==> config.mk <==
export PLATFORM = sky130hd
export DESIGN_NAME = bwpt_front
export DESIGN_NICKNAME = d
export VERILOG_FILES = /design/src/hdl/bwpt_pkg.sv /design/src/hdl/bwpt_front.sv
export SDC_FILE = /design/constraint.sdc
export NUM_CORES = 1
export LEC_CHECK = 0
export BUFFER_PORTS_ARGS = -buffer_cell sky130_fd_sc_hd__buf_2
export CAP_MARGIN = 10
export CORE_MARGIN = 10
export CORE_UTILIZATION = 52
export CTS_CLUSTER_DIAMETER = 150
export DETAILED_ROUTE_END_ITERATION = 7
export GPL_TIMING_DRIVEN = 0
export HOLD_SLACK_MARGIN = 0.12
export PLACE_DENSITY = 0.79
export SYNTH_ARGS = -nofsm -noshare
export SYNTH_HDL_FRONTEND = slang
export SYNTH_SLANG_ARGS = --single-unit
export TNS_END_PERCENT = 5
==> constraint.sdc <==
create_clock -name clk -period 6.5 [get_ports clk]
set_input_delay 0.65 -clock clk [delete_from_list [all_inputs] [get_ports clk]]
set_output_delay 0.65 -clock clk [all_outputs]
set_load 0.02 [all_outputs]
==> src/hdl/bwpt_pkg.sv <==
// ============================================================================
// bwpt_pkg
// Shared types, constants and helper functions of the body-to-world point
// transform: payload structs, register indexes, matrix term recipes and the
// sine table generator used at elaboration.
// ============================================================================
`default_nettype none

package bwpt_pkg;

    localparam int COORD_W    = 20;
    localparam int TRIG_BITS  = 10;
    localparam int ANGLE_W    = 16;
    localparam int OFFSET_W   = 32;
    localparam int WORLD_W    = 32;
    localparam int TERM_W     = 18;
    localparam int FACT_W     = 19;
    localparam int CFG_IDX_W  = 3;
    localparam int CFG_DATA_W = 32;

    // Register indexes
    localparam logic [CFG_IDX_W-1:0] REG_ROLL  = 3'd0;
    localparam logic [CFG_IDX_W-1:0] REG_PITCH = 3'd1;
    localparam logic [CFG_IDX_W-1:0] REG_YAW   = 3'd2;
    localparam logic [CFG_IDX_W-1:0] REG_EAST  = 3'd3;
    localparam logic [CFG_IDX_W-1:0] REG_NORTH = 3'd4;
    localparam logic [CFG_IDX_W-1:0] REG_UP    = 3'd5;

    // Factor codes of the matrix term recipes
    localparam logic [2:0] F_SR   = 3'd0;
    localparam logic [2:0] F_CR   = 3'd1;
    localparam logic [2:0] F_SP   = 3'd2;
    localparam logic [2:0] F_CP   = 3'd3;
    localparam logic [2:0] F_SY   = 3'd4;
    localparam logic [2:0] F_CY   = 3'd5;
    localparam logic [2:0] F_ONE  = 3'd6;
    localparam logic [2:0] F_ZERO = 3'd7;

    localparam logic signed [TERM_W-1:0] Q17_MAX = 18'sd131071;
    localparam logic signed [TERM_W-1:0] Q17_MIN = -18'sd131072;

    typedef struct packed {
        logic signed [COORD_W-1:0] body_x;
        logic signed [COORD_W-1:0] body_y;
        logic signed [COORD_W-1:0] body_z;
    } point_t;

    typedef struct packed {
        logic signed [WORLD_W-1:0] world_east;
        logic signed [WORLD_W-1:0] world_north;
        logic signed [WORLD_W-1:0] world_up;
        logic                      clipped;
    } result_t;

    typedef logic [TERM_W-1:0] term_t;
    typedef term_t [8:0] rot_t;

    typedef struct packed {
        logic [ANGLE_W-1:0] roll;
        logic [ANGLE_W-1:0] pitch;
        logic [ANGLE_W-1:0] yaw;
    } angles_t;

    typedef struct packed {
        logic signed [OFFSET_W-1:0] east;
        logic signed [OFFSET_W-1:0] north;
        logic signed [OFFSET_W-1:0] up;
    } offsets_t;

    typedef struct packed {
        logic       neg;
        logic [2:0] fa;
        logic [2:0] fb;
        logic [2:0] fc;
    } term_op_t;

    // Two product recipes per matrix term, row-major
    function automatic term_op_t term_op(input logic [4:0] idx);
        term_op_t op;
        op = '{1'b0, F_ZERO, F_ZERO, F_ZERO};
        case (idx)
            5'd0:  op = '{1'b0, F_CY, F_CP, F_ONE};
            5'd2:  op = '{1'b0, F_CY, F_SP, F_SR};
            5'd3:  op = '{1'b1, F_SY, F_CR, F_ONE};
            5'd4:  op = '{1'b0, F_CY, F_SP, F_CR};
            5'd5:  op = '{1'b0, F_SY, F_SR, F_ONE};
            5'd6:  op = '{1'b0, F_SY, F_CP, F_ONE};
            5'd8:  op = '{1'b0, F_SY, F_SP, F_SR};
            5'd9:  op = '{1'b0, F_CY, F_CR, F_ONE};
            5'd10: op = '{1'b0, F_SY, F_SP, F_CR};
            5'd11: op = '{1'b1, F_CY, F_SR, F_ONE};
            5'd12: op = '{1'b1, F_SP, F_ONE, F_ONE};
            5'd14: op = '{1'b0, F_CP, F_SR, F_ONE};
            5'd16: op = '{1'b0, F_CP, F_CR, F_ONE};
            default: op = '{1'b0, F_ZERO, F_ZERO, F_ZERO};
        endcase
        return op;
    endfunction

    // Taylor series divisors (2i)(2i+1)
    function automatic longint unsigned taylor_div(input int i);
        longint unsigned d;
        case (i)
            1: d = 64'd6;
            2: d = 64'd20;
            3: d = 64'd42;
            4: d = 64'd72;
            5: d = 64'd110;
            6: d = 64'd156;
            7: d = 64'd210;
            default: d = 64'd272;
        endcase
        return d;
    endfunction

    // Unsigned quotient by shift and subtract; evaluated at elaboration only
    function automatic longint unsigned udiv(input longint unsigned num,
                                             input longint unsigned den);
        longint unsigned quo;
        longint unsigned rem;
        quo = 64'd0;
        rem = 64'd0;
        for (int b = 63; b >= 0; b--)
        begin
            rem = {rem[62:0], num[b]};
            quo = quo << 1;
            if (rem >= den)
            begin
                rem = rem - den;
                quo = quo | 64'd1;
            end
        end
        return quo;
    endfunction

    // Sine table entry k of 2^tb per turn, Q1.17; evaluated at elaboration
    function automatic logic signed [TERM_W-1:0] sine_entry(input int unsigned k,
                                                            input int unsigned tb);
        longint unsigned n;
        longint unsigned kk;
        longint unsigned quad;
        longint unsigned r;
        longint unsigned x;
        longint unsigned x2;
        longint unsigned t;
        longint          s;
        logic signed [TERM_W-1:0] mag;
        n    = 64'd1 << tb;
        kk   = longint'(k) & (n - 64'd1);
        quad = kk >> (tb - 2);
        r    = kk & ((n >> 2) - 64'd1);
        x    = (r * 64'd6746518852) >> tb;
        if (quad[0])
            x = 64'd1686629713 - x;
        x2 = (x * x) >> 30;
        s  = longint'(x);
        t  = x;
        for (int i = 1; i <= 8; i++)
        begin
            t = udiv((t * x2) >> 30, taylor_div(i));
            if (i % 2 == 1)
                s = s - longint'(t);
            else
                s = s + longint'(t);
        end
        if (s < 0)
            s = 0;
        s = (s + 4096) >>> 13;
        if (s > 131071)
            s = 131071;
        mag = TERM_W'(s);
        return quad[1] ? -mag : mag;
    endfunction

endpackage

`default_nettype wire

==> src/hdl/bwpt_front.sv <==
// ============================================================================
// bwpt_front
// Input side: accepts points, drops the origin point and queues the rest in
// a two-entry queue for the datapath.
// ============================================================================
`default_nettype none

module bwpt_front (
    input  wire logic            clk,
    input  wire logic            rst_n,
    input  wire logic            in_valid,
    output logic                 in_ready,
    input  wire bwpt_pkg::point_t in_data,
    input  wire logic            hold,
    output logic                 head_valid,
    output bwpt_pkg::point_t     head_data,
    input  wire logic            pop
);
    import bwpt_pkg::*;

    point_t     q_reg [2];
    logic       wp_reg, wp_next;
    logic       rp_reg, rp_next;
    logic [1:0] cnt_reg, cnt_next;
    logic       is_origin;
    logic       push;
    logic       do_pop;

    // Classify and accept
    assign is_origin  = (in_data.body_x == '0) && (in_data.body_y == '0)
                        && (in_data.body_z == '0);
    assign in_ready   = !hold && (cnt_reg != 2'd2);
    assign push       = in_valid && in_ready && !is_origin;
    assign head_valid = (cnt_reg != 2'd0);
    assign head_data  = q_reg[rp_reg];
    assign do_pop     = pop && head_valid;

    // Advance pointers and fill count
    always_comb
    begin
        wp_next  = push ? !wp_reg : wp_reg;
        rp_next  = do_pop ? !rp_reg : rp_reg;
        cnt_next = cnt_reg + 2'(push) - 2'(do_pop);
    end

    always_ff @(posedge clk or negedge rst_n)
    begin
        if (!rst_n)
        begin
            wp_reg  <= 1'b0;
            rp_reg  <= 1'b0;
            cnt_reg <= 2'd0;
        end
        else
        begin
            wp_reg  <= wp_next;
            rp_reg  <= rp_next;
            cnt_reg <= cnt_next;
        end
    end

    // Hold queue entries
    always_ff @(posedge clk)
    begin
        if (push)
            q_reg[wp_reg] <= in_data;
    end

endmodule

`default_nettype wire

* Yosys cells after proc, flatten, opt, wreduce, memory -nomap -nowiden *
Memories as Yosys holds them, arrays and structs flattened.
Index checks and enable logic that the tools add are counted.

cells by class
  $add $sub $neg = 2
  multiply operators = 0
  div/mod/pow operators = 0
  $lt $le $gt $ge = 0
  equality and inequality tests = 1
  shift operators = 0
  muxes and demuxes = 2
  bitwise logic cells = 0
  reduce and logical (&&, ||, !) cells = 14

operator list
  operator                               count
  zero test 20 bit                       3
  logical AND 1 bit                      6
  zero test 1 bit                        4
  adder 2 x 1 -> 2 bit                   1
  two-way mux 1 bit                      2
  != test 2 bit (second input constant)  1
  nonzero test 2 bit                     1
  subtractor 2 x 1 -> 2 bit              1

storage, ports and cells
  flip-flop bits (word level) = 4
  latch bits = 0
  bits in writable memories = 120
  bits in read-only memories = 0
  input port bits = 65
  word-level logic and storage cells = 23
  memories kept = 1

memory list
  memory  words  bits a word  read ports  clocked after Yosys merged registers in  wr ports  RTL line          RTL
  q_reg   2      60           1           0                                        1         bwpt_front.sv:21  point_t q_reg [2];

* Longest topological paths before layout *
Gate-level depths: netlist of the first run.

  depth after elaboration = 7
  gate-level depth with buffers = 10
  depth with buffers taken out = 10

* Worst setup path before layout of the first run *
No wires, ideal clock.

  path type = input -> register
  start point = input port hold
  end point = memory q_reg[0][0] (netlist bit) (enable)
  library setup time = 0.552 ns
  data arrival time = 5.260 ns
  data required time = 5.948 ns
  path slack = 0.688 ns
  cell stages on the path = 3
  path through = a21oi_1 > nand2_1 > nor3_1

between the ends
  word-level cells in the longest chain between the ends = 6

RTL lines
  element                                  RTL line          RTL
  start: declaration                       bwpt_front.sv:14  input wire logic hold,
  zero test 1 bit                          bwpt_front.sv:32  assign in_ready = !hold && (cnt_reg != 2'd2);
  logical AND 1 bit                        bwpt_front.sv:32
  logical AND 1 bit (2 in series)          bwpt_front.sv:33  assign push = in_valid && in_ready && !is_origin;
  two-way mux 1 bit                        bwpt_front.sv:65  if (push)
  two-way mux 1 bit (implied by the code)  bwpt_front.sv:66  q_reg[wp_reg] <= in_data;
  end: declaration                         bwpt_front.sv:21

No other way between the ends.

==> results.ini, run 1 <==
[outcome]
status=finished clean

[cells_and_area]
antenna_cells=0
final_common_cell=buf_2
fin_nets=445
drive_above_1_share_pct=58.0
fin_area_um2=6010
largest_register_ffs=120
area_growth_pct=29.3
fin_util_pct=69.0
most-common-layout-cells=132 x buf_2, 120 x edfxtp_1, 60 x mux2_2

[worst_hold_path]
whs_endpoint=q_reg[1][57]$_DFFE_PP_
min_path_cells=1
hold_start=in_data[57]
hold_path_class=primary input to flip-flop

[clock_tree]
cts_setup_buffers=0
clk_pin_slew_ns=0.06
ctsResizeCount=0
cts_made_buffers=17
cts_tree=built
root_buffer=clkbuf_8
htreeDepth=4
cts_buffer_depth=2
insertion_delay_ns=0.49
cts.sinks=124

[power_and_ir_drop]
seq_power_share_pct=39.4
switchingPower_uw=772
p_per_area_nw_per_um2=433
power.internal_uw=1830
swShare_pct=29.7
clkPwrFrac_pct=31.8
power_leakage_uw=0.00225
ir_drop_v=0.000251
power_frac_comb_pct=28.8

[route]
wl_per_cell_um=19.9
drt-initial-drc-count=116
drc=0
drt-total-wl_um=9850
vias_per_cell=5.15
drt-pass1-iter-count=4
num_vias=2552
drt.antenna.violating_nets=0

[critical_path]
path_class=flip-flop to primary output
r2r_end=q_reg[1][9]$_DFFE_PP_
required_ns=5.85
worst-r2r-cell-count=5
crit_chain=clkbuf_1 -> buf_2 -> mux2_2 -> buf_2
cp-start-kind=flip-flop
cp_slowest_cell=mux2_2
r2r_slack_ns=4.43
critical_path.max_fanout=10
arrival_ns=1.93
r2r-start=cnt_reg[0]$_DFF_PN0_
end_kind=primary output
cp_slowest_stage_delay_ns=0.39
crit_top_cell=buf_2

[grt]
antenna_found_initial=1
grt_pass1_vias=2890
grt_pass1_wl_um=15000
grt-ovfl-total=0
grt.total_usage_pct=15.2
grt_max_degree=61

[sta]
fmax_mhz=387
finalClockSkew_ns=0.00689
fin_tns_setup_ns=0
setup_viol=0
worst_slack_ns=3.92
worst_slew_pin_slew_ns=0.820
min_period_ns=2.58
rsz0062_at_grt=false
relSlewSlack_pct=45.3
final-max-slew-violation-count=0
hold_viol_final=0
fin_crit_sh_pct=39.7

[placed_design]
globalplace.congestion=0.786
placed_area_um2=5480
numPortBuffers=126
dp_slack_ns=3.67
hpwlAfterDp_um=7140

[yosys]
synthesis.area_um2=4650
synth_warnings=0
synthCells=227
ys_seq_area_share_pct=79.6
syn-num-nets=294
ys_seq_elements=124
synthTopCellsByArea=edfxtp_1 77%, mux2_2 15%, dfrtp_1 2.2%
avgSynthCellArea_um2=20.5
ys_types=19
synth_top_area_cell=edfxtp_1
yosysTopAreaCellShare_pct=77.5

[floorplanning]
die_h_um=115
core_um2=8720
initial_core_util_pct=53.3
chipWidth_um=115
io_pins=127
fp-row-count=34
fp.dieArea_um2=13100

[job]
drv_cap=0

[what timing repair did]
item                       CTS  global route
hold buffers                 1             0
setup endpoints to repair    0             0
hold endpoints to repair     4             0
[stage by stage]
stage | cells | hold slack (ns) | power (µW)
detailed placement | 466 | 0.462 | 1810
global route | 496 | 0.330 | 2720
floorplan | 227 | 0.354 | 1550
CTS | 496 | 0.329 | 2650
global placement | 461 | 0.458 | 1790
finish | 496 | 0.359 | 2600
[final cells by class]
class,instances,area [µm²]
tap,108,135
buffer,7,33.8
multi-input combinational,93,910
inverter,3,11.3
clock inverter,11,105
fill,609,2710
timing repair buffer,132,697
sequential,124,3700
clock buffer,18,418
[power by group through the flow]
| stage | logic, µW | registers (µW) | clock network [µW] |
|---|---|---|---|
| 3_3_place_gp | 742 | 1050 | 0 |
| 5_1_grt | 806 | 1040 | 883 |
| 2_1_floorplan | 510 | 1040 | 0 |
| 6_report | 750 | 1030 | 828 |
| 3_5_place_dp | 765 | 1040 | 0 |
| 4_1_cts | 770 | 1030 | 848 |
[worst max-delay path: cells and delay by family (launching register included)]
family | cells | cell delay [ns]
buffers and inverters | 3 | 0.74
flip-flops | 1 | 0.32
multiplexers | 1 | 0.39
[cell families (layout without fill, tap and decap cells)]
kind of cell | count (synthesis) | after routing | synth area share (%)
flops | 124 | 124 | 79.6
mux | 60 | 60 | 14.5
simple gates | 26 | 26 | 3.47
buf+inv | 10 | 171 | 0.968
xor+xnor | 4 | 4 | 0.753
fa+ha+maj | 2 | 2 | 0.538
compound gates | 1 | 1 | 0.108
[worst max-delay path by stage]
| stage | from | endpoint | slack [ns] | depth (start not counted) |
|---|---|---|---|---|
| floorplan | hold | q_reg[0][0]$_DFFE_PP_ | 0.69 | 3 |
| global placement | in_data[34] | q_reg[0][49]$_DFFE_PP_ | -1.42 | 5 |
| detailed placement | in_data[20] | cnt_reg[1]$_DFF_PN0_ | 3.67 | 11 |
| CTS | rp_reg$_DFFE_PN0P_ | head_data[21] | 3.85 | 4 |
| global route | rp_reg$_DFFE_PN0P_ | head_data[21] | 3.79 | 4 |
| finish | rp_reg$_DFFE_PN0P_ | head_data[21] | 3.92 | 4 |
[Yosys cell counts, drive strengths merged]
| cell type | number |
|---|---|
| edfxtp | 120 |
| mux2 | 60 |
| nor4 | 16 |
| buf | 6 |
| dfrtp | 4 |
| inv | 3 |
| nand4 | 3 |
| and2 | 2 |
| ha | 2 |
| xnor2 | 2 |
| xor2 | 2 |
| a21oi | 1 |
| clkbuf | 1 |
| nand2 | 1 |
| nand3 | 1 |
| nor2 | 1 |
| nor3 | 1 |
| or2 | 1 |
[metal layers]
metal  share of wire, %  global-route usage [%]  vias to the layer above  wire (µm)
li1                   -                       -                     1216          -
met1                 39                    16.2                     1246       3820
met2                 54                    26.3                       77       5280
met3                6.4                    6.45                       11        627
met4                1.1                    5.35                        2        113
met5              0.071                       0                        -          7
Note: power is estimated with default switching activity, not from simulation.
==> run 2, diff against run 1 <==
--- a/config.mk
+++ b/config.mk
@@ -8,12 +8,12 @@
 export BUFFER_PORTS_ARGS = -buffer_cell sky130_fd_sc_hd__buf_2
 export CAP_MARGIN = 10
 export CORE_MARGIN = 10
-export CORE_UTILIZATION = 52
+export CORE_UTILIZATION = 47
 export CTS_CLUSTER_DIAMETER = 150
 export DETAILED_ROUTE_END_ITERATION = 7
 export GPL_TIMING_DRIVEN = 0
 export HOLD_SLACK_MARGIN = 0.12
-export PLACE_DENSITY = 0.79
+export PLACE_DENSITY = 0.76
 export SYNTH_ARGS = -nofsm -noshare
 export SYNTH_HDL_FRONTEND = slang
 export SYNTH_SLANG_ARGS = --single-unit
==> constraint.sdc (replaced) <==
create_clock -name clk -period 2.3 [get_ports clk]
set_input_delay 0.23 -clock clk [delete_from_list [all_inputs] [get_ports clk]]
set_output_delay 0.23 -clock clk [all_outputs]
set_load 0.02 [all_outputs]
==> run 2 against run 1 <==
Net effect: count of clock-buffer cells in the layout stayed put; worst hold slack worse by 0.25 ns; clock skew is 0.0011 ns lower; critical path type unchanged.
==> results.ini, run 2 (synthesis gave the netlist of run 1 again) <==
[critical_path]
arrival_ns=1.98
required_ns=2.07
r2r-start=cnt_reg[1]$_DFF_PN0_
cp-start-kind=flip-flop
worst-r2r-cell-count=4
critical_path.max_fanout=10
r2r_slack_ns=0.26
r2r_end=q_reg[1][0]$_DFFE_PP_
end_kind=primary output
path_class=flip-flop to primary output

[sta]
holdWs_ns=0.106
worst_slew_pin_slew_ns=0.869
finalClockSkew_ns=0.00575
min_period_ns=2.21
final-max-slew-violation-count=0
setup_viol=0
relSlewSlack_pct=42.1
fmax_mhz=452
rsz0062_at_grt=true
hold_viol_final=0
fin_crit_sh_pct=96.2

[clock_tree]
htreeDepth=4
clk_pin_slew_ns=0.06
cts_tree=built
cts_made_buffers=17
root_buffer=clkbuf_8
cts_buffer_depth=2
insertion_delay_ns=0.51
cts.sinks=124

[worst_hold_path]
whs_endpoint=q_reg[1][54]$_DFFE_PP_
min_path_cells=1
hold_start=in_data[54]
hold_path_class=primary input to flip-flop

[route]
drt-initial-drc-count=152
drc=0
drt-total-wl_um=11100
wl_per_cell_um=19.2
vias_per_cell=4.93
num_vias=2853
drt-pass1-iter-count=4
drt.antenna.violating_nets=0

[grt]
antenna_found_initial=1
grt_pass1_vias=3239
grt_max_degree=61
grt.total_usage_pct=15.8
grt_pass1_wl_um=17300
grt-ovfl-total=0

[placed_design]
placed_area_um2=5530
globalplace.congestion=0.775
hpwlAfterDp_um=7180
numPortBuffers=126

[floorplanning]
die_h_um=119
initial_core_util_pct=48.0
chipWidth_um=119
io_pins=127
fp.dieArea_um2=14300
core_um2=9680
fp-row-count=36

[power_and_ir_drop]
ir_drop_v=0.000622
p_per_area_nw_per_um2=1130
power_leakage_uw=0.00255

[cells_and_area]
fin_area_um2=6780
area_growth_pct=45.8
largest_register_ffs=120
fin_nets=499
fillers=648
final_common_cell=buf_2
drive_above_1_share_pct=52.4
fin_util_pct=70.0
most-common-layout-cells=125 x buf_2, 120 x edfxtp_1, 61 x dlygate4sd3_1

[outcome]
status=finished clean

[job]
drv_cap=0

==> run 2: cell types whose count changed in the layout (fill, tap and decap cells not counted), moves of 2 or more <==
cell,change
clkinv_4,+4
inv_6,+2
clkinv_1,-3
nor4_4,+4
buf_6,-4
buf_2,-7
dlymetal6s4s_1,+2
dlygate4sd3_1,+60
nor4_1,-5
==> run 2: critical path, stage by stage, from the launching register on <==
cell      delay, ns
dfrtp_1        0.32
clkbuf_1       0.26
buf_2          0.35
mux2_2         0.38
buf_2          0.16
==> run 2: what timing repair did <==
| item | 4_1_cts | 5_1_grt |
|---|---|---|
| hold buffers | 63 | 0 |
| pin swaps | 1 | 7 |
| endpoints found under the hold margin | 125 | 0 |
| gates resized for setup | 0 | 14 |
| buffers inserted | 1 | 0 |
| setup endpoints to repair | 25 | 116 |
==> run 2: routing by layer <==
layer  up-vias  GRT usage [%]  share of wire (%)
met4         0           5.73                2.0
met2        93           28.3                 55
li1       1335              -                  -
met1      1412           16.6                 38
met5         -              0                  0
met3        13           5.86                5.8
==> run 2: worst max-delay path by stage <==
stage	startpoint	end	slack [ns]	cells past startpoint
finish	rp_reg$_DFFE_PN0P_	head_data[27]	0.09	4
global route	rp_reg$_DFFE_PN0P_	head_data[21]	-0.03	4
CTS	in_data[27]	cnt_reg[1]$_DFF_PN0_	0.002	12
detailed placement	in_data[45]	q_reg[0][40]$_DFFE_PP_	-0.28	8
global placement	cnt_reg[1]$_DFF_PN0_	q_reg[0][40]$_DFFE_PP_	-1.06	3
floorplan	cnt_reg[1]$_DFF_PN0_	q_reg[0][0]$_DFFE_PP_	-0.38	3
==> run 2: per-stage QoR <==
stage | power (µW) | TNS, ns | setup WS, ns | std cells
after global routing | 8010 | -0.521 | -0.0297 | 579
after floorplan | 4390 | -22.53 | -0.375 | 227
after CTS | 7720 | 0 | 0.00216 | 585
after global placement | 5060 | -97.95 | -1.06 | 486
after detailed placement | 5140 | -17.37 | -0.278 | 489
final | 7670 | 0 | 0.0876 | 579
==> run 2: layout make-up <==
cell class	instances	area [µm²]	area share, %
timing repair buffer	186	1290	19.1
multi-input combinational	93	1010	14.9
tap	133	166	2.45
clock buffer	18	418	6.16
inverter	3	11.3	0.166
clock inverter	14	146	2.16
buffer	7	33.8	0.498
sequential	124	3700	54.6
antenna	1	2.50	0.0369
==> run 2: power breakdown <==
part	internal, µW	leakage, µW	switching, µW	total (µW)
combinational	956	0.00113	1320	2280
clock	1540	0.000273	935	2470
sequential	2820	0.00114	93.5	2910
==> run 3, diff against run 2 <==
--- a/config.mk
+++ b/config.mk
@@ -5,6 +5,7 @@
 export SDC_FILE = /design/constraint.sdc
 export NUM_CORES = 1
 export LEC_CHECK = 0
+export ABC_AREA = 1
 export BUFFER_PORTS_ARGS = -buffer_cell sky130_fd_sc_hd__buf_2
 export CAP_MARGIN = 10
 export CORE_MARGIN = 10
@@ -13,7 +14,7 @@
 export DETAILED_ROUTE_END_ITERATION = 7
 export GPL_TIMING_DRIVEN = 0
 export HOLD_SLACK_MARGIN = 0.12
-export PLACE_DENSITY = 0.76
+export PLACE_DENSITY = 0.75
 export SYNTH_ARGS = -nofsm -noshare
 export SYNTH_HDL_FRONTEND = slang
 export SYNTH_SLANG_ARGS = --single-unit
==> run 3 against run 2 <==
Net effect: critical path depth up 1; register-to-register slack better by 0.15 ns; via count up 22%; die area up 2.5%; global-route usage up 0.74 points; core utilization down 0.21 points; count of clock-buffer cells in the layout down 1; largest power group unchanged.
==> results.ini, run 3 <==
[outcome]
status=finished clean

[yosys]
synthesis.area_um2=4790
synth_warnings=0
synth_compound_area_share_pct=0.183
ys_top_cells_by_count=202 x nand2_1, 120 x edfxtp_1, 40 x nor2_1, 7 x buf_2, 6 x clkbuf_1
ys_seq_elements=124
synthCells=397
syn-num-nets=464
synthXorXnorAreaFrac_pct=0.549
synth_top_family_by_area=simple AND/OR/NAND/NOR gates
async_flop_share_pct=3.23
synthTopCellsByArea=edfxtp_1 75%, nand2_1 16%, nor2_1 3.1%
synth.most_common_cell=nand2_1
synth_top_area_cell=edfxtp_1
synthFlopType=edfxtp_1
synth_adder_area_share_pct=0.523
synthSimpleGateAreaFrac_pct=19.6
avgSynthCellArea_um2=12.1
ys_types=16
yosysTopAreaCellShare_pct=75.3
synth_edf_count=120
synth_mux_area_share_pct=0
ys_seq_area_share_pct=77.3

[power_and_ir_drop]
switchingPower_uw=2820
power_leakage_uw=0.00295
p_per_area_nw_per_um2=1170
seq_power_share_pct=35.7
swShare_pct=34.9
power.internal_uw=5260
power_uw=8090
clkPwrFrac_pct=31.9
power_frac_comb_pct=32.4
ir_drop_v=0.000769

[cells_and_area]
drive_above_1_share_pct=28.0
fin_util_pct=69.8
area_growth_pct=43.8
layout.cells.non_filler=755
fin_area_um2=6890
fillers=699
most-common-layout-cells=202 x nand2_1, 133 x buf_2, 120 x edfxtp_1
fin_nets=675
final_common_cell=nand2_1
largest_register_ffs=120

[clock_tree]
clk_pin_slew_ns=0.06
cts_setup_buffers=0
cts_made_buffers=17
cts_tree=built
cts_buffer_depth=2
insertion_delay_ns=0.51
root_buffer=clkbuf_8
cts.sinks=124
htreeDepth=4

[floorplanning]
chipWidth_um=121
fp.dieArea_um2=14600
fp-row-count=36
io_pins=127
initial_core_util_pct=48.5
core_um2=9860
die_h_um=121

[placed_design]
numPortBuffers=126
placed_area_um2=5670
hpwlAfterDp_um=7720
globalplace.congestion=0.763
place_inst=659
dp_slack_ns=0.286

[route]
vias_per_cell=4.60
drt.antenna.violating_nets=0
drt-initial-drc-count=289
drt-total-wl_um=11700
num_vias=3470
drc=0
wl_per_cell_um=15.5
drt-pass1-iter-count=4

[sta]
finalClockSkew_ns=0.00749
worst_slew_pin_slew_ns=0.672
fin_crit_sh_pct=88.8
rsz0062_at_grt=false
worst_slack_ns=0.259
hold_viol_final=0
min_period_ns=2.04
final-max-slew-violation-count=0
relSlewSlack_pct=55.1
fmax_mhz=490
setup_viol=0

[critical_path]
cp-start-kind=flip-flop
required_ns=2.07
path_class=flip-flop to primary output
arrival_ns=1.81
critical_path.max_fanout=10
end_kind=primary output

[worst_hold_path]
hold_path_class=primary input to flip-flop

[grt]
grt_pass1_wl_um=18700
grt_max_degree=39
antenna_found_initial=1
grt.total_usage_pct=16.5
grt_pass1_vias=3596
grt-ovfl-total=0

[job]
drv_cap=0

run 3: cell count changes after synthesis, sizes merged, moves of 3 or more:
cell	delta
inv	+4
clkbuf	+5
nand4	-3
nor4	-16
nand2	+203
nor2	+39
mux2	-60
run 3: cells by family after synthesis:
logic type,Yosys count
flip-flops,124
adder cells (fa/ha/maj),2
buffers and inverters,20
AO/OA/AOI/OAI,1
XOR/XNOR,3
AND/OR/NAND/NOR,247
run 3: layer usage:
layer / GRT usage, % / up-vias / wire length (µm)
met5: 0 / - / 0
met1: 17.7 / 1609 / 4410
met4: 6.79 / 0 / 100
met2: 28.5 / 107 / 6210
li1: - / 1745 / -
met3: 6.51 / 9 / 977
run 3: area by class of cell:
cell class,count,area [µm²],area share (%)
diodes,1,2.50,0.0363
multi-input cells,253,1010,14.6
plain buffers,13,57.6,0.836
clock buffers,17,414,6.01
repair buffers,192,1340,19.4
clock inverters,15,173,2.51
well taps,133,166,2.42
flip-flops and latches,124,3700,53.8
inverters,7,26.3,0.381
run 3: critical path, cell delays in order, from the launching register on:
cell and delay, ns:
dfrtp_1 0.31, buf_2 0.19, clkbuf_1 0.39, nand2_1 0.13, nand2_1 0.11, buf_2 0.17
run 3: per-stage QoR:
step / hold slack (ns) / TNS [ns]
after floorplan: -0.0656 / -14.66
after global placement: 0.0381 / -70.05
after detailed placement: 0.0427 / 0
after CTS: 0.142 / 0
after global routing: 0.179 / 0
final: 0.166 / 0
run 3: final timing paths:
check,start,endpoint,slack (ns),depth (start not counted)
min,in_valid,wp_reg$_DFFE_PN0P_,0.17,5
max,rp_reg$_DFFE_PN0P_,head_data[18],0.26,5
min in group asynchronous,rst_n,cnt_reg[0]$_DFF_PN0_,0.64,3
max in group asynchronous,rst_n,rp_reg$_DFFE_PN0P_,1.49,3
max reg2reg,cnt_reg[0]$_DFF_PN0_,q_reg[0][50]$_DFFE_PP_,0.41,6
min reg2reg,wp_reg$_DFFE_PN0P_,wp_reg$_DFFE_PN0P_,0.49,2
run 3: power by group through the flow:
stage               Combinational [µW]  Sequential, µW  Clock [µW]
floorplan                         1600            2920           0
global placement                  2470            2940           0
detailed placement                2560            2930           0
CTS                               2660            2890        2620
global route                      2920            2910        2740
finish                            2620            2890        2580
run 3: repair_timing:
action                                 in CTS  in global routing
gates resized for setup                     0                  0
endpoints found under the hold margin     125                  0
hold buffers                               63                  0
